## config.mk

```make
export PLATFORM = sky130hd
export DESIGN_NAME = cjk_punct_pretokenizer_flat
export DESIGN_NICKNAME = d
export VERILOG_FILES = /design/src/cjkpt_pkg.sv /design/src/cjkpt_ifs.sv /design/src/cjkpt_front.sv /design/src/cjkpt_queue.sv /design/src/cjkpt_back.sv /design/src/cjk_punct_pretokenizer.sv /design/src/flat_wrapper.sv
export SDC_FILE = /design/constraint.sdc
export NUM_CORES = 1
export LEC_CHECK = 0
export BUFFER_PORTS_ARGS = -buffer_cell sky130_fd_sc_hd__buf_2
export CORE_ASPECT_RATIO = 1.1
export CORE_MARGIN = 4
export CORE_UTILIZATION = 45
export CTS_CLUSTER_SIZE = 30
export DETAILED_ROUTE_END_ITERATION = 7
export GPL_ROUTABILITY_DRIVEN = 1
export GPL_TIMING_DRIVEN = 1
export PLACE_DENSITY = 0.75
export SLEW_MARGIN = 20
export SYNTH_ARGS = -nofsm -noshare
export SYNTH_HDL_FRONTEND = slang
export SYNTH_HIERARCHICAL = 1
export SYNTH_SLANG_ARGS = --single-unit
export TNS_END_PERCENT = 50
```

## constraint.sdc

```tcl
create_clock -name clk -period 3.65 [get_ports clk]
set_input_delay 0 -clock clk [delete_from_list [all_inputs] [get_ports clk]]
set_output_delay 0 -clock clk [all_outputs]
set_load 0.01 [all_outputs]
```

## src/cjkpt_pkg.sv

```systemverilog
// Package with the widths, class codes, item types and punctuation table of the pre-tokenizer.
`timescale 1ns / 1ps

package cjkpt_pkg;

    localparam int CP_W  = 21;
    localparam int CLS_W = 2;

    localparam logic [CLS_W-1:0] CLS_OTHER = 2'd0;
    localparam logic [CLS_W-1:0] CLS_SPACE = 2'd1;
    localparam logic [CLS_W-1:0] CLS_CJK   = 2'd2;
    localparam logic [CLS_W-1:0] CLS_PUNCT = 2'd3;

    localparam logic [CP_W-1:0] SPACE_CP = 21'd32;

    localparam int N_MARKS = 29;

    typedef logic [CP_W-1:0] cp_t;

    // Full-width and typographic punctuation used in CJK text.
    localparam cp_t CJK_MARKS [N_MARKS] = '{
        21'd8211,  21'd8212,  21'd8216,  21'd8217,  21'd8220,  21'd8221,
        21'd8230,  21'd12289, 21'd12290, 21'd12296, 21'd12297, 21'd12298,
        21'd12299, 21'd12300, 21'd12301, 21'd12302, 21'd12303, 21'd12304,
        21'd12305, 21'd12308, 21'd12309, 21'd65281, 21'd65288, 21'd65289,
        21'd65292, 21'd65294, 21'd65306, 21'd65307, 21'd65311
    };

    // A code point after classification, as it travels from front to back.
    typedef struct packed {
        cp_t              code_point;
        logic             text_end;
        logic [CLS_W-1:0] char_class;
    } cls_item_t;

endpackage

```

## src/cjkpt_ifs.sv

```systemverilog
// Valid/ready channel interfaces for the input, the internal classified stream and the output.
`timescale 1ns / 1ps

interface cjkpt_in_if;
    logic                  valid;
    logic                  ready;
    cjkpt_pkg::cp_t        code_point;
    logic                  text_end;

    modport source (output valid, code_point, text_end, input ready);
    modport sink   (input valid, code_point, text_end, output ready);
endinterface

interface cjkpt_cls_if;
    logic                  valid;
    logic                  ready;
    cjkpt_pkg::cls_item_t  item;

    modport source (output valid, item, input ready);
    modport sink   (input valid, item, output ready);
endinterface

interface cjkpt_out_if;
    logic                               valid;
    logic                               ready;
    cjkpt_pkg::cp_t                     char_out;
    logic                               kept;
    logic                               token_start;
    logic [cjkpt_pkg::CLS_W-1:0]        char_class;
    logic                               last_of_text;

    modport source (output valid, char_out, kept, token_start, char_class, last_of_text,
                    input ready);
    modport sink   (input valid, char_out, kept, token_start, char_class, last_of_text,
                    output ready);
endinterface

```

## src/cjkpt_front.sv

```systemverilog
// Front stage: accepts code points, classifies them and registers the classified item.
`timescale 1ns / 1ps

module cjkpt_front (
    input  logic        clk,
    input  logic        rst_n,
    cjkpt_in_if.sink    din,
    cjkpt_cls_if.source cls
);

    logic                        valid_reg;
    cjkpt_pkg::cls_item_t        item_reg;
    logic [cjkpt_pkg::CLS_W-1:0] class_next;
    logic                        is_cjk;
    logic                        is_ascii_punct;
    logic                        is_mark;
    logic                        accept;

    always_comb
    begin
        is_cjk = (din.code_point >= 21'd19968  && din.code_point <= 21'd40959)  ||
                 (din.code_point >= 21'd13312  && din.code_point <= 21'd19903)  ||
                 (din.code_point >= 21'd131072 && din.code_point <= 21'd173791) ||
                 (din.code_point >= 21'd173824 && din.code_point <= 21'd183983) ||
                 (din.code_point >= 21'd63744  && din.code_point <= 21'd64255)  ||
                 (din.code_point >= 21'd194560 && din.code_point <= 21'd195103);

        is_ascii_punct = (din.code_point >= 21'd33  && din.code_point <= 21'd47) ||
                         (din.code_point >= 21'd58  && din.code_point <= 21'd64) ||
                         (din.code_point >= 21'd91  && din.code_point <= 21'd96) ||
                         (din.code_point >= 21'd123 && din.code_point <= 21'd126);

        // Parallel match against every entry of the mark table.
        is_mark = 1'b0;
        for (int k = 0; k < cjkpt_pkg::N_MARKS; k++)
        begin
            if (din.code_point == cjkpt_pkg::CJK_MARKS[k])
            begin
                is_mark = 1'b1;
            end
        end

        if (din.code_point == cjkpt_pkg::SPACE_CP)
        begin
            class_next = cjkpt_pkg::CLS_SPACE;
        end
        else if (is_cjk)
        begin
            class_next = cjkpt_pkg::CLS_CJK;
        end
        else if (is_ascii_punct || is_mark)
        begin
            class_next = cjkpt_pkg::CLS_PUNCT;
        end
        else
        begin
            class_next = cjkpt_pkg::CLS_OTHER;
        end
    end

    assign din.ready = !valid_reg || cls.ready;
    assign accept    = din.valid && din.ready;

    always_ff @(posedge clk or negedge rst_n)
    begin
        if (!rst_n)
        begin
            valid_reg <= 1'b0;
        end
        else if (din.ready)
        begin
            valid_reg <= din.valid;
        end
    end

    always_ff @(posedge clk)
    begin
        if (accept)
        begin
            item_reg.code_point <= din.code_point;
            item_reg.text_end   <= din.text_end;
            item_reg.char_class <= class_next;
        end
    end

    assign cls.valid = valid_reg;
    assign cls.item  = item_reg;

endmodule

```

## src/cjkpt_queue.sv

```systemverilog
// Small FIFO that decouples the classifying front from the token back end.
`timescale 1ns / 1ps

module cjkpt_queue #(
    parameter int DEPTH = 2
) (
    input  logic        clk,
    input  logic        rst_n,
    cjkpt_cls_if.sink   wr,
    cjkpt_cls_if.source rd
);

    localparam int PTR_W = $clog2(DEPTH);
    localparam int CNT_W = $clog2(DEPTH + 1);

    cjkpt_pkg::cls_item_t store_reg [DEPTH];
    logic [PTR_W-1:0]     wr_ptr_reg;
    logic [PTR_W-1:0]     rd_ptr_reg;
    logic [CNT_W-1:0]     count_reg;
    logic [CNT_W-1:0]     count_next;
    logic                 push;
    logic                 pop;

    assign wr.ready = (count_reg != CNT_W'(DEPTH));
    assign rd.valid = (count_reg != '0);
    assign rd.item  = store_reg[rd_ptr_reg];

    assign push = wr.valid && wr.ready;
    assign pop  = rd.valid && rd.ready;

    always_comb
    begin
        count_next = count_reg;
        if (push && !pop)
        begin
            count_next = count_reg + CNT_W'(1);
        end
        else if (pop && !push)
        begin
            count_next = count_reg - CNT_W'(1);
        end
    end

    always_ff @(posedge clk or negedge rst_n)
    begin
        if (!rst_n)
        begin
            wr_ptr_reg <= '0;
            rd_ptr_reg <= '0;
            count_reg  <= '0;
        end
        else
        begin
            count_reg <= count_next;
            if (push)
            begin
                wr_ptr_reg <= (wr_ptr_reg == PTR_W'(DEPTH - 1)) ? '0 : wr_ptr_reg + PTR_W'(1);
            end
            if (pop)
            begin
                rd_ptr_reg <= (rd_ptr_reg == PTR_W'(DEPTH - 1)) ? '0 : rd_ptr_reg + PTR_W'(1);
            end
        end
    end

    always_ff @(posedge clk)
    begin
        if (push)
        begin
            store_reg[wr_ptr_reg] <= wr.item;
        end
    end

endmodule

```

## src/cjkpt_back.sv

```systemverilog
// Back end: tracks word boundaries and registers one result per classified item.
`timescale 1ns / 1ps

module cjkpt_back (
    input  logic        clk,
    input  logic        rst_n,
    cjkpt_cls_if.sink   cls,
    cjkpt_out_if.source dout
);

    logic                        after_boundary_reg;
    logic                        after_boundary_next;
    logic                        out_valid_reg;
    cjkpt_pkg::cp_t              char_reg;
    logic                        kept_reg;
    logic                        start_reg;
    logic [cjkpt_pkg::CLS_W-1:0] class_reg;
    logic                        last_reg;
    logic                        kept_next;
    logic                        start_next;
    logic                        accept;

    assign cls.ready = !out_valid_reg || dout.ready;
    assign accept    = cls.valid && cls.ready;

    always_comb
    begin
        unique case (cls.item.char_class)
            cjkpt_pkg::CLS_SPACE:
            begin
                kept_next           = 1'b0;
                start_next          = 1'b0;
                after_boundary_next = 1'b1;
            end
            cjkpt_pkg::CLS_OTHER:
            begin
                kept_next           = 1'b1;
                start_next          = after_boundary_reg;
                after_boundary_next = 1'b0;
            end
            default:
            begin
                kept_next           = 1'b1;
                start_next          = 1'b1;
                after_boundary_next = 1'b1;
            end
        endcase
        // The next text always starts with a fresh word.
        if (cls.item.text_end)
        begin
            after_boundary_next = 1'b1;
        end
    end

    always_ff @(posedge clk or negedge rst_n)
    begin
        if (!rst_n)
        begin
            after_boundary_reg <= 1'b1;
            out_valid_reg      <= 1'b0;
        end
        else
        begin
            if (accept)
            begin
                after_boundary_reg <= after_boundary_next;
            end
            if (cls.ready)
            begin
                out_valid_reg <= cls.valid;
            end
        end
    end

    always_ff @(posedge clk)
    begin
        if (accept)
        begin
            char_reg  <= cls.item.code_point;
            kept_reg  <= kept_next;
            start_reg <= start_next;
            class_reg <= cls.item.char_class;
            last_reg  <= cls.item.text_end;
        end
    end

    assign dout.valid        = out_valid_reg;
    assign dout.char_out     = char_reg;
    assign dout.kept         = kept_reg;
    assign dout.token_start  = start_reg;
    assign dout.char_class   = class_reg;
    assign dout.last_of_text = last_reg;

endmodule

```

## src/cjk_punct_pretokenizer.sv

```systemverilog
// Top level of the streaming CJK and punctuation pre-tokenizer.
`timescale 1ns / 1ps

// The block takes one Unicode code point per item and returns exactly one result
// item for it, in order: the code point echoed, its class (other, space, CJK
// ideograph, punctuation), whether it is kept (spaces are dropped), whether it
// starts a new token, and the end-of-text mark. It sustains one item per clock while
// the output is not stalled. An accepted item is registered in turn: in the classifier
// register at the accepting edge, then in the queue and then in the output register.
// The only carried state is the word-boundary flag, updated in the back end once per
// item. Each side may stall on its own: the queue between the classifier and the
// back end holds QUEUE_DEPTH items.
module cjk_punct_pretokenizer #(
    parameter int QUEUE_DEPTH = 2
) (
    input  logic        clk,
    input  logic        rst_n,
    cjkpt_in_if.sink    din,
    cjkpt_out_if.source dout
);

    cjkpt_cls_if front_ch ();
    cjkpt_cls_if back_ch ();

    cjkpt_front u_front (
        .clk   (clk),
        .rst_n (rst_n),
        .din   (din),
        .cls   (front_ch.source)
    );

    cjkpt_queue #(
        .DEPTH (QUEUE_DEPTH)
    ) u_queue (
        .clk   (clk),
        .rst_n (rst_n),
        .wr    (front_ch.sink),
        .rd    (back_ch.source)
    );

    cjkpt_back u_back (
        .clk   (clk),
        .rst_n (rst_n),
        .cls   (back_ch.sink),
        .dout  (dout)
    );

    // Exactly the spaces are dropped.
    assert property (@(posedge clk) disable iff (!rst_n)
        dout.valid |-> (dout.kept == (dout.char_class != cjkpt_pkg::CLS_SPACE)))
        else $error("kept flag disagrees with class");

    // CJK ideographs and punctuation are always tokens of their own.
    assert property (@(posedge clk) disable iff (!rst_n)
        dout.valid && (dout.char_class == cjkpt_pkg::CLS_CJK ||
                       dout.char_class == cjkpt_pkg::CLS_PUNCT) |-> dout.token_start)
        else $error("single-character token without start mark");

    // Consecutive "other" results inside one word never restart it.
    assert property (@(posedge clk) disable iff (!rst_n)
        dout.valid && dout.ready && dout.char_class == cjkpt_pkg::CLS_OTHER &&
        !dout.last_of_text
        ##1 dout.valid && dout.char_class == cjkpt_pkg::CLS_OTHER |-> !dout.token_start)
        else $error("word split without a boundary");

    // The front stage accepts whenever the queue can take its held item.
    assert property (@(posedge clk) disable iff (!rst_n)
        front_ch.ready |-> din.ready)
        else $error("front stalled while queue has room");

endmodule
```

## src/flat_wrapper.sv

```systemverilog
// flat-port wrapper written by rule: the top's interface ports become plain ports
module cjk_punct_pretokenizer_flat 
#(
    parameter int QUEUE_DEPTH = 2
)
  (clk, rst_n, din_valid, din_code_point, din_text_end, din_ready, dout_valid, dout_char_out, dout_kept, dout_token_start, dout_char_class, dout_last_of_text, dout_ready);
  cjkpt_in_if din_i ();
  cjkpt_out_if dout_i ();
  input  logic clk;
  input  logic rst_n;
  input wire logic [$bits(din_i.valid)-1:0] din_valid;
  input wire logic [$bits(din_i.code_point)-1:0] din_code_point;
  input wire logic [$bits(din_i.text_end)-1:0] din_text_end;
  output wire logic [$bits(din_i.ready)-1:0] din_ready;
  output wire logic [$bits(dout_i.valid)-1:0] dout_valid;
  output wire logic [$bits(dout_i.char_out)-1:0] dout_char_out;
  output wire logic [$bits(dout_i.kept)-1:0] dout_kept;
  output wire logic [$bits(dout_i.token_start)-1:0] dout_token_start;
  output wire logic [$bits(dout_i.char_class)-1:0] dout_char_class;
  output wire logic [$bits(dout_i.last_of_text)-1:0] dout_last_of_text;
  input wire logic [$bits(dout_i.ready)-1:0] dout_ready;
  assign din_i.valid = din_valid;
  assign din_i.code_point = din_code_point;
  assign din_i.text_end = din_text_end;
  assign din_ready = din_i.ready;
  assign dout_valid = dout_i.valid;
  assign dout_char_out = dout_i.char_out;
  assign dout_kept = dout_i.kept;
  assign dout_token_start = dout_i.token_start;
  assign dout_char_class = dout_i.char_class;
  assign dout_last_of_text = dout_i.last_of_text;
  assign dout_i.ready = dout_ready;
  cjk_punct_pretokenizer #(.QUEUE_DEPTH(QUEUE_DEPTH)) u_core (.clk(clk), .rst_n(rst_n), .din(din_i), .dout(dout_i));
endmodule
```

## Word level (Yosys, flattened, before mapping)

Memories as Yosys holds them, arrays and structs flattened.
Cells that the tools add are included.

- Word-level logic and storage cells: 145
- Memories kept: 1
- Flip-flop bits (word level): 57
- Output and inout port bits: 28
- Bits of input ports: 26
- RAM bits: 48

- Reductions and logical operators: 33
- $add $sub $neg: 4
- Eq/ne operators: 32
- Magnitude comparators: 20
- Muxes and demuxes: 41

Memory list:

| memory | depth | width | rd ports | clocked after memory_dff | write ports | line | text |
|---|---|---|---|---|---|---|---|
| u_core.u_queue.store_reg | 2 | 24 | 1 | 0 | 1 | cjkpt_queue.sv:16 | `cjkpt_pkg::cls_item_t store_reg [DEPTH];` |

Operators by type and width:

| kind | number |
|---|---|
| == test 21 x 14 -> 1 bit (second input constant) | 21 |
| == test 21 x 16 -> 1 bit (second input constant) | 8 |
| >= comparator 21 x 18 -> 1 bit (second input constant) | 3 |
| less-or-equal comparator 21 x 18 -> 1 bit (second input constant) | 3 |
| less-or-equal comparator 21 x 7 -> 1 bit (second input constant) | 3 |
| >= comparator 21 x 6 -> 1 bit (second input constant) | 2 |
| >= comparator 21 x 7 -> 1 bit (second input constant) | 2 |
| less-or-equal comparator 21 x 16 -> 1 bit (second input constant) | 2 |
| 2-to-1 mux 1 bit | 36 |
| == test 21 x 6 -> 1 bit (second input constant) | 1 |
| >= comparator 21 x 14 -> 1 bit (second input constant) | 1 |
| >= comparator 21 x 15 -> 1 bit (second input constant) | 1 |
| >= comparator 21 x 16 -> 1 bit (second input constant) | 1 |
| less-or-equal comparator 21 x 15 -> 1 bit (second input constant) | 1 |
| less-or-equal comparator 21 x 6 -> 1 bit (second input constant) | 1 |
| logical AND 1 bit | 15 |
| logical OR 1 bit | 11 |
| 2-to-1 mux 2 bit | 4 |
| logical NOT 1 bit | 4 |
| nonzero test 2 bit | 2 |
| adder 1 bit (second input constant) | 2 |
| adder 2 x 1 -> 2 bit (second input constant) | 1 |
| == test 2 x 1 -> 1 bit (second input constant) | 1 |
| logical NOT 2 bit | 1 |
| 3 further kinds | 3 |

## Depth between registers and ports, before layout

Gate-level depths: netlist (run 1).

- Word-level depth: 33
- Mapped depth: 7
- Mapped depth without buffers: 7

## Hierarchy

The synthesis (run 1) kept the hierarchy.

By module, submodules not included:

| module | instances | cells an instance | area each (µm²) | sequential area each (µm²) |
|---|---|---|---|---|
| cjkpt_queue | 1 | 93 | 2,030.7 | 1,541.5 |
| cjkpt_front | 1 | 139 | 1,508.9 | 745.7 |
| cjkpt_back | 1 | 37 | 897.1 | 832.0 |

## Least setup slack after synthesis (run 1)

Ideal clock, no wire load.

- Path type: register to register
- Start point: register u_core.u_queue.count_reg[0]
- End point: memory u_core/u_queue/store_reg[0][0] (netlist name) (enable)
- Data required time: 3,245 ps
- Setup time: 405 ps
- Period minus slack after synthesis: 2,043 ps
- Cell stages (with the launch flop): 4
- Data arrival time: 1,638 ps
- Setup slack: 1,607 ps
- Path buffers: 0
- Path through: dfrtp_1 -> nand2b_1 -> nand2_1 -> nor2_1

- Longest elaborated chain between the ends: 4

Ends and longest elaborated chain:

| item | line | text |
|---|---|---|
| from (decl) | cjkpt_queue.sv:19 | `logic [CNT_W-1:0] count_reg;` |
| from (signal assigned) | cjkpt_queue.sv:54 | `count_reg <= count_next;` |
| != test 2 bit | cjkpt_queue.sv:24 | `assign wr.ready = (count_reg != CNT_W'(DEPTH));` |
| named net u_core.front_ch.ready | cjkpt_ifs.sv:16 | `logic ready;` |
| logical AND 1 bit | cjkpt_queue.sv:28 | `assign push = wr.valid && wr.ready;` |
| 2-to-1 mux 1 bit | cjkpt_queue.sv:68 | `if (push)` |
| 2-to-1 mux 1 bit (not written as such) | cjkpt_queue.sv:70 | `store_reg[wr_ptr_reg] <= wr.item;` |
| to (decl) | cjkpt_queue.sv:16 |  |

The timed path passes the listed nets, and every way through them passes these cells.

## Worst setup path after layout (run 1)

- Start point: input din_code_point[10]
- End point: register u_core.u_front.item_reg, in the netlist u_core/u_front/cls.item[1] (data pin)

- Longest elaborated chain between the ends: 33
- Elaborated cells on any way between the ends: 100
- Those cells by class: order compare: 20; eq/ne: 30; mux: 31; reduce/logical: 19

Ends and longest elaborated chain:

| item | line | text |
|---|---|---|
| from (decl) | flat_wrapper.sv:12 | `input wire logic [$bits(din_i.code_point)-1:0] din_code_point;` |
| == test 21 x 14 -> 1 bit | cjkpt_front.sv:37 | `if (din.code_point == cjkpt_pkg::CJK_MARKS[k])` |
| 2-to-1 mux 1 bit (29 in series) | cjkpt_front.sv:37 |  |
| logical OR 1 bit | cjkpt_front.sv:51 | `else if (is_ascii_punct \|\| is_mark)` |
| 2-to-1 mux 2 bit | cjkpt_front.sv:51 |  |
| 2-to-1 mux 2 bit | cjkpt_front.sv:47 | `else if (is_cjk)` |
| to (decl) | cjkpt_front.sv:12 | `cjkpt_pkg::cls_item_t item_reg;` |

Parallel ways exist; a longest one is shown, timed or not.
A chain may end at the register's enable or synchronous reset.

==> impl_metrics.tcl, run 1 <==
set metrics [dict create \
    status "completed" \
    max_freq_mhz 510 \
    start_util_pct 46.8 \
    start_kind "primary input" \
    first_iter_violations 165 \
    wl_per_cell_um 16.3 \
    drv_slew 0 \
    seq_area_frac_synth_pct 70.3 \
    setup.worst_path.end_class "flip-flop" \
    worstSkewPairLatency_ps 340 \
    path_buf_inv 2 \
    required_ps 3850 \
    nNetsFinal 370 \
    hold_buffers 21 \
    grt_pass1_wl_mm 12.1 \
    powerDensity_mw_per_mm2 694 \
    dp_hpwl_mm 5.12 \
    grt_overflow 0 \
    synth_flop_cell "edfxtp_1" \
    synth_seq_cells 105 \
    utilization_pct 54.0 \
    clock_skew_ps 10.6 \
    syn_nets 296 \
    rsz0062_at_grt "false" \
    globalplace.congestion 0.846 \
    core_area_mm2 0.00949 \
    htree_levels 3 \
    yosys_warnings 6 \
    synth_edf_count 98 \
    crit_chain "dlygate4sd3_1 -> buf_2 -> or3_4 -> or4_4 -> and4bb_1 -> a22oi_1 -> o31a_1 -> nand4_1" \
    post-cts-setup-buffer-count 0 \
    detail-route-antenna-nets 0 \
    peakVddDrop_mv 0.279 \
    first_pass_iters 4 \
    largest_register_ffs 48 \
    cts-resized-gates 0 \
    async_flop_share_pct 6.67 \
    num_rows 37 \
    dieHeight_um 112 \
    drt_drc_violations_left 0 \
    cts_buffers 9 \
    nFillCells 747 \
    cp_max_fo 10 \
    worst_pin_slew_ps 700 \
    grt_pass1_vias 2449 \
    grt_max_degree 28 \
    drive_gt1_share_pct 30.3 \
    finalSetupTns_ps 0 \
    grt_antenna_before_repair 0 \
    min_period_ps 1960 \
    via_count 2514 \
    cts_tree "yes" \
    setup_viol 0 \
    maxSlewHeadroom_pct 53.2 \
    synth_area_mm2 0.00444 \
    hp-class "in -> reg" \
    path_clk_slew_ps 80 \
    synth_cell_types 58 \
    diodes 0 \
    io_buffers 53 \
    cp.arrival_ps 2160 \
    clock-root-buffer "clkbuf_8" \
    grt_usage_pct 13.6 \
    leakage_nw 1.83 \
    die_x_um 103 \
    cts.path.max_buffers 2 \
    cp_slowest_cell "dlygate4sd3_1" \
    syn_inst 269 \
    max_cap_viol_count 0 \
    register_area_mm2 0.00312 \
    drt-total-wl_mm 7.57 \
    hold_viol_final 0 \
    via_per_inst 5.42 \
    max_stage_delay_ps 540 \
    areaGrowthSynthToFinish_pct 15.6 \
    cts.sinks 105 \
    criticalPathCategory "in -> reg" \
    multi_input_area_mm2 0.00115 \
    cp_top_family "simple AND/OR/NAND/NOR gates" \
    dieArea_mm2 0.0115 \
    avgSynthCellArea_um2 16.5 \
    ios 54 \
    post-route-period-util_pct 53.7 \
]
==> cell families after synthesis <==
| family | synth area share [%] |
|---|---|
| compound gates | 5.16 |
| fa+ha+maj | 0.282 |
| flops | 70.3 |
| xor+xnor | 1.18 |
| simple gates | 11.4 |
| mux | 7.70 |
| buf+inv | 4.00 |
==> layout make-up <==
class | count | share of cell area (%)
sequential | 105 | 60.8
multi-input combinational | 144 | 22.4
tap | 117 | 2.85
clock buffer | 9 | 2.42
inverter | 6 | 0.439
timing repair buffer | 77 | 9.90
clock inverter | 6 | 1.17
==> worst reg2reg max path: stages, from the launching register on <==
cell and delay, ps:
dfrtp_1 520, buf_4 420, mux2_4 370, nand2b_1 150
==> final timing paths <==
path | from | end | slack, ps | depth (start not counted)
worst min register to register | u_core/u_front/cls.item[15]$_DFFE_PP_ | u_core/u_queue/store_reg[0][15]$_DFFE_PP_ | 450 | 0
max in group asynchronous | rst_n | u_core/u_queue/wr_ptr_reg$_DFFE_PN0P_ | 2800 | 3
worst max register to register | u_core/u_queue/rd_ptr_reg$_DFFE_PN0P_ | u_core/u_back/dout.kept$_DFFE_PP_ | 1940 | 3
worst min-delay path | din_code_point[1] | u_core/u_front/cls.item[4]$_DFFE_PP_ | 30 | 1
min in group asynchronous | rst_n | u_core/u_back/after_boundary_reg$_DFFE_PN1P_ | 120 | 2
worst max-delay path | din_code_point[10] | u_core/u_front/cls.item[1]$_SDFFCE_PN0P_ | 1690 | 8
==> synthesized netlist by cell type, types with 3 or more instances <==
library cell,number,share of area [%]
nor2_1,8,0.68
nand2_1,7,0.59
nor4b_1,4,0.79
a21oi_1,9,1.0
nand3_1,10,1.1
nand4_1,6,0.85
buf_12,3,1.4
mux2_4,19,6.4
nor4_1,4,0.56
mux2_2,5,1.3
nor3_1,9,1.0
nor2b_1,4,0.56
nand2b_1,7,0.99
buf_6,6,1.5
inv_1,6,0.51
o21ai_0,5,0.56
xnor2_1,4,0.79
dfrtp_1,6,3.4
edfxtp_1,98,66
==> layout by cell type, fill, tap and decap left out, types with 2 or more instances in the layout <==
cell type / instances
and2_1: 2
buf_2: 53
clkinvlp_4: 3
clkinv_1: 2
nor3_1: 9
nand2b_1: 7
edfxtp_1: 98
inv_1: 6
a22oi_1: 2
a21oi_1: 9
nand4_1: 6
mux2_4: 19
dlygate4sd3_1: 22
o31a_1: 2
nand4b_1: 2
o32ai_1: 2
clkbuf_8: 9
nand2_1: 7
o21ai_0: 5
o31ai_1: 2
dfrtp_1: 6
xor2_1: 2
nor4b_1: 4
nand3_1: 10
nor2_1: 7
mux2_2: 5
nor2b_1: 4
xnor2_1: 4
or2_1: 2
nor4_1: 4
==> stage by stage <==
step | total power [mW] | setup WS [ps] | instances | hold slack [ps] | instance area (um^2)
finish | 3.56 | 1690 | 464 | 32.0 | 5130
global route | 3.77 | 1620 | 464 | 6.08 | 5130
CTS | 3.60 | 1660 | 462 | 1.26 | 5100
detailed placement | 2.93 | 1730 | 426 | -152 | 4710
global placement | 2.88 | 1710 | 426 | -158 | 4700
floorplan | 2.67 | 1610 | 269 | -296 | 4440
==> power breakdown <==
group          internal, mW  leakage (nW)  switching [mW]
Combinational         0.436         0.734           0.522
Clock                 0.308        0.0824           0.345
Sequential             1.83          1.01           0.125
==> metal layers <==
| layer | vias to the layer above | wire length, um | track usage [%] |
|---|---|---|---|
| met5 | - | 0 | 0 |
| met4 | 0 | 65 | 5.42 |
| met3 | 4 | 395 | 2.67 |
| met2 | 84 | 3830 | 21.8 |
| met1 | 1228 | 3280 | 17.9 |
| li1 | 1198 | - | - |
(Power assumes the default switching activity.)
==> run 2, diff against run 1 <==
--- a/config.mk
+++ b/config.mk
@@ -5,6 +5,7 @@
 export SDC_FILE = /design/constraint.sdc
 export NUM_CORES = 1
 export LEC_CHECK = 0
+export ABC_AREA = 1
 export BUFFER_PORTS_ARGS = -buffer_cell sky130_fd_sc_hd__buf_2
 export CORE_ASPECT_RATIO = 1.1
 export CORE_MARGIN = 4
@@ -13,7 +14,7 @@
 export DETAILED_ROUTE_END_ITERATION = 7
 export GPL_ROUTABILITY_DRIVEN = 1
 export GPL_TIMING_DRIVEN = 1
-export PLACE_DENSITY = 0.75
+export PLACE_DENSITY = 0.77
 export SLEW_MARGIN = 20
 export SYNTH_ARGS = -nofsm -noshare
 export SYNTH_HDL_FRONTEND = slang
==> constraint.sdc (replaced) <==
create_clock -name clk -period 1.7 [get_ports clk]
set_input_delay 0 -clock clk [delete_from_list [all_inputs] [get_ports clk]]
set_output_delay 0 -clock clk [all_outputs]
set_load 0.01 [all_outputs]
==> run 2 against run 1 <==
  * Sequential share of layout area shrank 7.6 points
  * Total power rose by 140%
  * Clock-buffer cell count rose by 3
  * Area after synthesis grew 7.9%
  * Critical path depth rose by 4
  * Largest power group unchanged
  * Register-to-register slack worse by 1700 ps
  * Sequential cell count did not move
  * Final area is 14% higher
  * Non-clock buffer count rose by 5
  * Sequential power is 120% higher
==> impl_metrics.tcl, run 2 <==
set metrics [dict create \
    diodes 0 \
    largest_register_ffs 48 \
    via_per_inst 4.85 \
    comb_power_share_pct 26.5 \
    synth_cell_types 33 \
    clock-root-buffer "clkbuf_16" \
    worst_pin_slew_ps 343 \
    synth_common_cells "nand2_1 (162), edfxtp_1 (98), nor2_1 (54)" \
    syn_nets 492 \
    grt_pass1_wl_mm 15.6 \
    via_count 3388 \
    synth_mux_area_share_pct 0 \
    cts_tree "yes" \
    first_iter_violations 156 \
    leakage_nw 2.47 \
    hold_viol_final 0 \
    status "completed" \
    htree_levels 3 \
    final_common_cell "nand2_1" \
    areaGrowthSynthToFinish_pct 22.4 \
    cts.path.max_buffers 2 \
    met1_usage_pct 18.9 \
    seq_area_frac_synth_pct 65.2 \
    grt_antenna_before_repair 0 \
    dieArea_mm2 0.0124 \
    detail-route-antenna-nets 0 \
    synthTopCellsByArea "edfxtp_1 (61%), nand2_1 (13%), nor2_1 (4.2%), dfrtp_1 (3.1%), nand3_1 (3.1%)" \
    required_ps 1780 \
    synth_top_cell_by_area "edfxtp_1" \
    synth-xor-area-share_pct 0.523 \
    core_area_mm2 0.0104 \
    dieHeight_um 116 \
    setup_viol 0 \
    grt_util_met3_pct 3.98 \
    cp_max_fo 5 \
    place_ws_ps 117 \
    ios 54 \
    synth_seq_cells 105 \
    worstSkewPairLatency_ps 330 \
    grt.busiest_layer "met2" \
    dp_hpwl_mm 7.05 \
    avgSynthCellArea_um2 10.3 \
    nFillCells 874 \
    clkPwrFrac_pct 24.2 \
    cts.sinks 105 \
    seqPwrFrac_pct 49.2 \
    criticalPathCategory "in -> reg" \
    drt_drc_violations_left 0 \
    synth_area_mm2 0.00479 \
    die_x_um 106 \
    cp.arrival_ps 1690 \
    grt_overflow 0 \
    first_pass_iters 5 \
    synth_compound_area_share_pct 2.46 \
    layout_common_cells "nand2_1 (160), edfxtp_1 (98), nor2_1 (48)" \
    start_util_pct 46.0 \
    min_period_ps 1610 \
    setup.worst_path.end_class "flip-flop" \
    max_cap_viol_count 0 \
    synth.most_common_cell "nand2_1" \
    finalSetupTns_ps 0 \
    netSwitchingPower_mw 2.55 \
    num_rows 39 \
    peakVddDrop_mv 0.743 \
    post-route-period-util_pct 94.9 \
    hp-class "in -> reg" \
    grt_pass1_vias 3330 \
    synth_top_family_by_area "simple AND/OR/NAND/NOR gates" \
    internal_power_mw 6.01 \
    io_buffers 53 \
    drt-total-wl_mm 9.66 \
    drv_slew 0 \
    cts_buffers 9 \
    path_clk_slew_ps 60 \
    grt_usage_pct 16.3 \
    globalplace.congestion 1.02 \
    synth_edf_count 98 \
    drive_gt1_share_pct 21.6 \
    start_kind "primary input" \
    async_flop_share_pct 6.67 \
    grt_max_degree 28 \
    synth_flop_cell "edfxtp_1" \
    synth_top_cell_area_share_pct 61.5 \
    nNetsFinal 577 \
    maxSlewHeadroom_pct 77.0 \
    power.share.switching_pct 29.8 \
    syn_inst 465 \
    yosys_warnings 6 \
    max_freq_mhz 620 \
    use_met2_pct 28.5 \
    powerDensity_mw_per_mm2 1460 \
    yosys.area_share.simple_pct 26.1 \
    synth_fa_ha_area_share_pct 0.261 \
    clock_skew_ps 8.46 \
    setup_ws_ps 86.7 \
    wl_per_cell_um 13.8 \
]
run 2: cell count changes after synthesis, moves of 5 or more:
cell	delta
inv_1	+31
mux2_2	-5
mux2_4	-19
nand2_1	+155
nand2_2	+10
nand2b_1	-7
nand3_1	+20
nor2_1	+46
run 2: layout make-up:
class / instances / area, um^2 / area share (%)
Clock buffer: 12 / 236 / 4.04
Multi-Input combinational cell: 310 / 1470 / 25.0
Sequential cell: 105 / 3120 / 53.3
Inverter: 42 / 170 / 2.91
Tap cell: 143 / 179 / 3.06
Timing Repair Buffer: 82 / 618 / 10.6
Clock inverter: 4 / 67.6 / 1.15
run 2: worst paths after layout:
path	start	endpoint	slack (ps)	cells after the start
setup / recovery	din_code_point[20]	u_core/u_front/cls.item[0]$_SDFFCE_PN1P_	90	12
hold / removal	din_code_point[3]	u_core/u_front/cls.item[6]$_DFFE_PP_	20	1
setup reg to reg	u_core/u_queue/count_reg[0]$_DFFE_PN0P_	u_core/u_queue/count_reg[1]$_DFFE_PN0P_	220	9
hold reg to reg	u_core/u_front/cls.item[0]$_SDFFCE_PN1P_	u_core/u_queue/store_reg[0][0]$_DFFE_PP_	440	0
max in group asynchronous	rst_n	u_core/u_back/after_boundary_reg$_DFFE_PN1P_	1450	2
min in group asynchronous	rst_n	u_core/u_queue/count_reg[1]$_DFFE_PN0P_	30	2
run 2: what timing repair did:
action | in CTS | in global routing
hold endpoints to repair | 27 | 0
hold buffers | 21 | 0
buffers inserted | 0 | 3
setup endpoints to repair | 0 | 2
resized for setup | 0 | 37
run 2: metrics by stage:
step	total power, mW	utilization (%)	hold slack [ps]	cell area, um^2	std cells
final	8.57	56.3	19.4	5860	698
after global routing	9.07	56.3	20.9	5860	698
after CTS	8.62	55.4	3.96	5750	696
after detailed placement	6.51	50.4	-159	5240	659
after global placement	6.40	50.4	-156	5240	659
after floorplan	5.71	-	-296	4790	465
run 2: per-layer routing:
metal / up-vias / routed length, um
met3: 20 / 543
met4: 0 / 312
met5: - / 0
met1: 1536 / 3920
met2: 117 / 4890
li1: 1715 / -
run 2: power by group through the flow:
stage,Clock [mW],Sequential [mW],Combinational (mW)
global route,2.23,4.29,2.54
global placement,0,4.23,2.17
finish,2.07,4.22,2.27
detailed placement,0,4.27,2.24
floorplan,0,4.40,1.31
CTS,2.11,4.23,2.29
run 2: worst max-delay path, cell delays in order:
cell and delay (ps):
dlygate4sd3_1 530, buf_2 150, nor2_4 110, nand2_4 90
nor2_4 160, nand3_2 110, nor2_2 90, a21oi_1 40
nor2_1 100, nand2_1 90, nor2_4 150, nand2_1 70
run 2: cell families (layout without fill, tap and decap cells):
family | count (synthesis) | after routing
and+or+nand+nor | 286 | 286
xor gates and xnor gates | 2 | 2
buffers and inverters | 50 | 140
AOI/OAI and AO/OA | 21 | 21
adders and majority gates | 1 | 1
DFF | 105 | 105
==> run 3, diff against run 2 <==
--- a/config.mk
+++ b/config.mk
@@ -6,7 +6,7 @@
 export NUM_CORES = 1
 export LEC_CHECK = 0
 export ABC_AREA = 1
-export BUFFER_PORTS_ARGS = -buffer_cell sky130_fd_sc_hd__buf_2
+export BUFFER_PORTS_ARGS = -buffer_cell sky130_fd_sc_hd__buf_4
 export CORE_ASPECT_RATIO = 1.1
 export CORE_MARGIN = 4
 export CORE_UTILIZATION = 45
==> run 3 against run 2 <==
  * Sequential cell count did not move
  * Clock-buffer cell count is the same
  * Cell count grew 2.1%
  * Total power is 0.86% lower
  * Sequential share of layout area shrank 2.1 points
==> impl_metrics.tcl, run 3 (same netlist as run 2, synthesis figures left out) <==
set metrics [dict create \
    clock-root-buffer "clkbuf_16" \
    dieHeight_um 116 \
    cts.path.max_buffers 2 \
    grt_pass1_vias 3328 \
    utilization_pct 58.6 \
    required_ps 1780 \
    leakage_nw 2.58 \
    criticalPathCategory "in -> reg" \
    cp_max_fo 8 \
    cts.sinks 105 \
    hold_viol_final 0 \
    layout_common_cells "nand2_1 (160), edfxtp_1 (98), buf_4 (61)" \
    grt_usage_pct 16.6 \
    detail-route-antenna-nets 0 \
    cts_tree "yes" \
    areaGrowthSynthToFinish_pct 27.4 \
    via_count 3534 \
    start_kind "primary input" \
    worst_pin_slew_ps 367 \
    core_area_mm2 0.0104 \
    grt_overflow 0 \
    drive_gt1_share_pct 23.2 \
    setup.worst_path.end_class "flip-flop" \
    first_pass_iters 5 \
    htree_levels 3 \
    dpl.cell_count 659 \
    start_util_pct 46.0 \
    drv_slew 0 \
    powerDensity_mw_per_mm2 1390 \
    stdcell_count 713 \
    grt_pass1_wl_mm 15.8 \
    first_iter_violations 251 \
    dp_hpwl_mm 7.00 \
    grt_antenna_before_repair 0 \
    grt_max_degree 28 \
    hp-class "in -> reg" \
    io_buffers 53 \
    clock_skew_ps 5.86 \
    drt_drc_violations_left 0 \
    hold_slack_ps 16.4 \
    postPlaceCellArea_mm2 0.00537 \
    max_cap_viol_count 0 \
    final_area_mm2 0.00610 \
    min_period_ps 1660 \
    diodes 0 \
    path_clk_slew_ps 60 \
    num_rows 39 \
    die_x_um 106 \
    final_common_cell "nand2_1" \
    finalSetupTns_ps 0 \
    post-route-period-util_pct 97.5 \
    maxSlewHeadroom_pct 75.4 \
    worstSkewPairLatency_ps 340 \
    peakVddDrop_mv 0.654 \
    setup_viol 0 \
    dieArea_mm2 0.0124 \
    status "completed" \
    largest_register_ffs 48 \
    cp.arrival_ps 1740 \
    cts_buffers 9 \
    wl_per_cell_um 14.1 \
    via_per_inst 4.96 \
    nNetsFinal 592 \
    globalplace.congestion 0.948 \
    ios 54 \
    max_freq_mhz 603 \
    drt-total-wl_mm 10.0 \
]
-- run 3: layout make-up --
type                            count  area (um^2)
Fill cell                         872         4300
Sequential cell                   105         3120
Multi-Input combinational cell    310         1490
Timing Repair Buffer               97          883
Clock buffer                       12          236
Tap cell                          143          179
Inverter                           42          171
Clock inverter                      4         20.0
-- run 3: worst max-delay path, cell delays in order --
cell and delay (ps):
dlygate4sd3_1 520, buf_4 160, inv_1 90, nand2_1 110, nor2_2 60, nand2_1 80, nand2_1 60, nand2_1 70
nand3_1 80, o21bai_1 160, nand2_1 110, nor2_4 160, nand2_1 70
-- run 3: worst paths after layout --
kind	to	slack, ps	cells past startpoint	start
setup / recovery	u_core/u_front/cls.item[0]$_SDFFCE_PN1P_	40	13	din_code_point[10]
hold / removal	u_core/u_back/dout.valid$_DFFE_PN0P_	20	4	dout_ready
setup reg to reg	u_core/u_queue/count_reg[1]$_DFFE_PN0P_	240	9	u_core/u_queue/count_reg[0]$_DFFE_PN0P_
hold reg to reg	u_core/u_queue/store_reg[0][7]$_DFFE_PP_	440	0	u_core/u_front/cls.item[7]$_DFFE_PP_
max in group asynchronous	u_core/u_back/dout.valid$_DFFE_PN0P_	850	3	rst_n
min in group asynchronous	u_core/u_back/after_boundary_reg$_DFFE_PN1P_	140	2	rst_n
-- run 3: power by group --
group | total [mW] | switching, mW | internal [mW] | leakage [nW]
registers | 4.22 | 0.286 | 3.94 | 1.01
clock network | 1.77 | 0.791 | 0.980 | 0.122
logic | 2.50 | 1.50 | 1.00 | 1.44
-- run 3: layer usage --
layer  up-vias  wire length (um)  GRT usage (%)  part of all wire, %
met1      1658              3910           19.5                   39
met4         0               312           8.03                  3.1
met2       114              5250           29.8                   52
met5         -                 0              0                    0
met3        22               557           2.93                  5.6
li1       1740                 -              -                    -
-- run 3: repair_timing --
item | CTS | global route
buffers inserted | 0 | 16
setup endpoints to repair | 0 | 2
resized for setup | 0 | 33
hold buffers | 25 | 0
endpoints found under the hold margin | 30 | 0
-- run 3: stage by stage --
step | worst slack, ps | power (mW)
floorplan | -300 | 5.71
global placement | 183 | 6.59
detailed placement | 176 | 6.71
CTS | 4.90 | 8.55
global route | -23.2 | 9.01
finish | 42.9 | 8.49
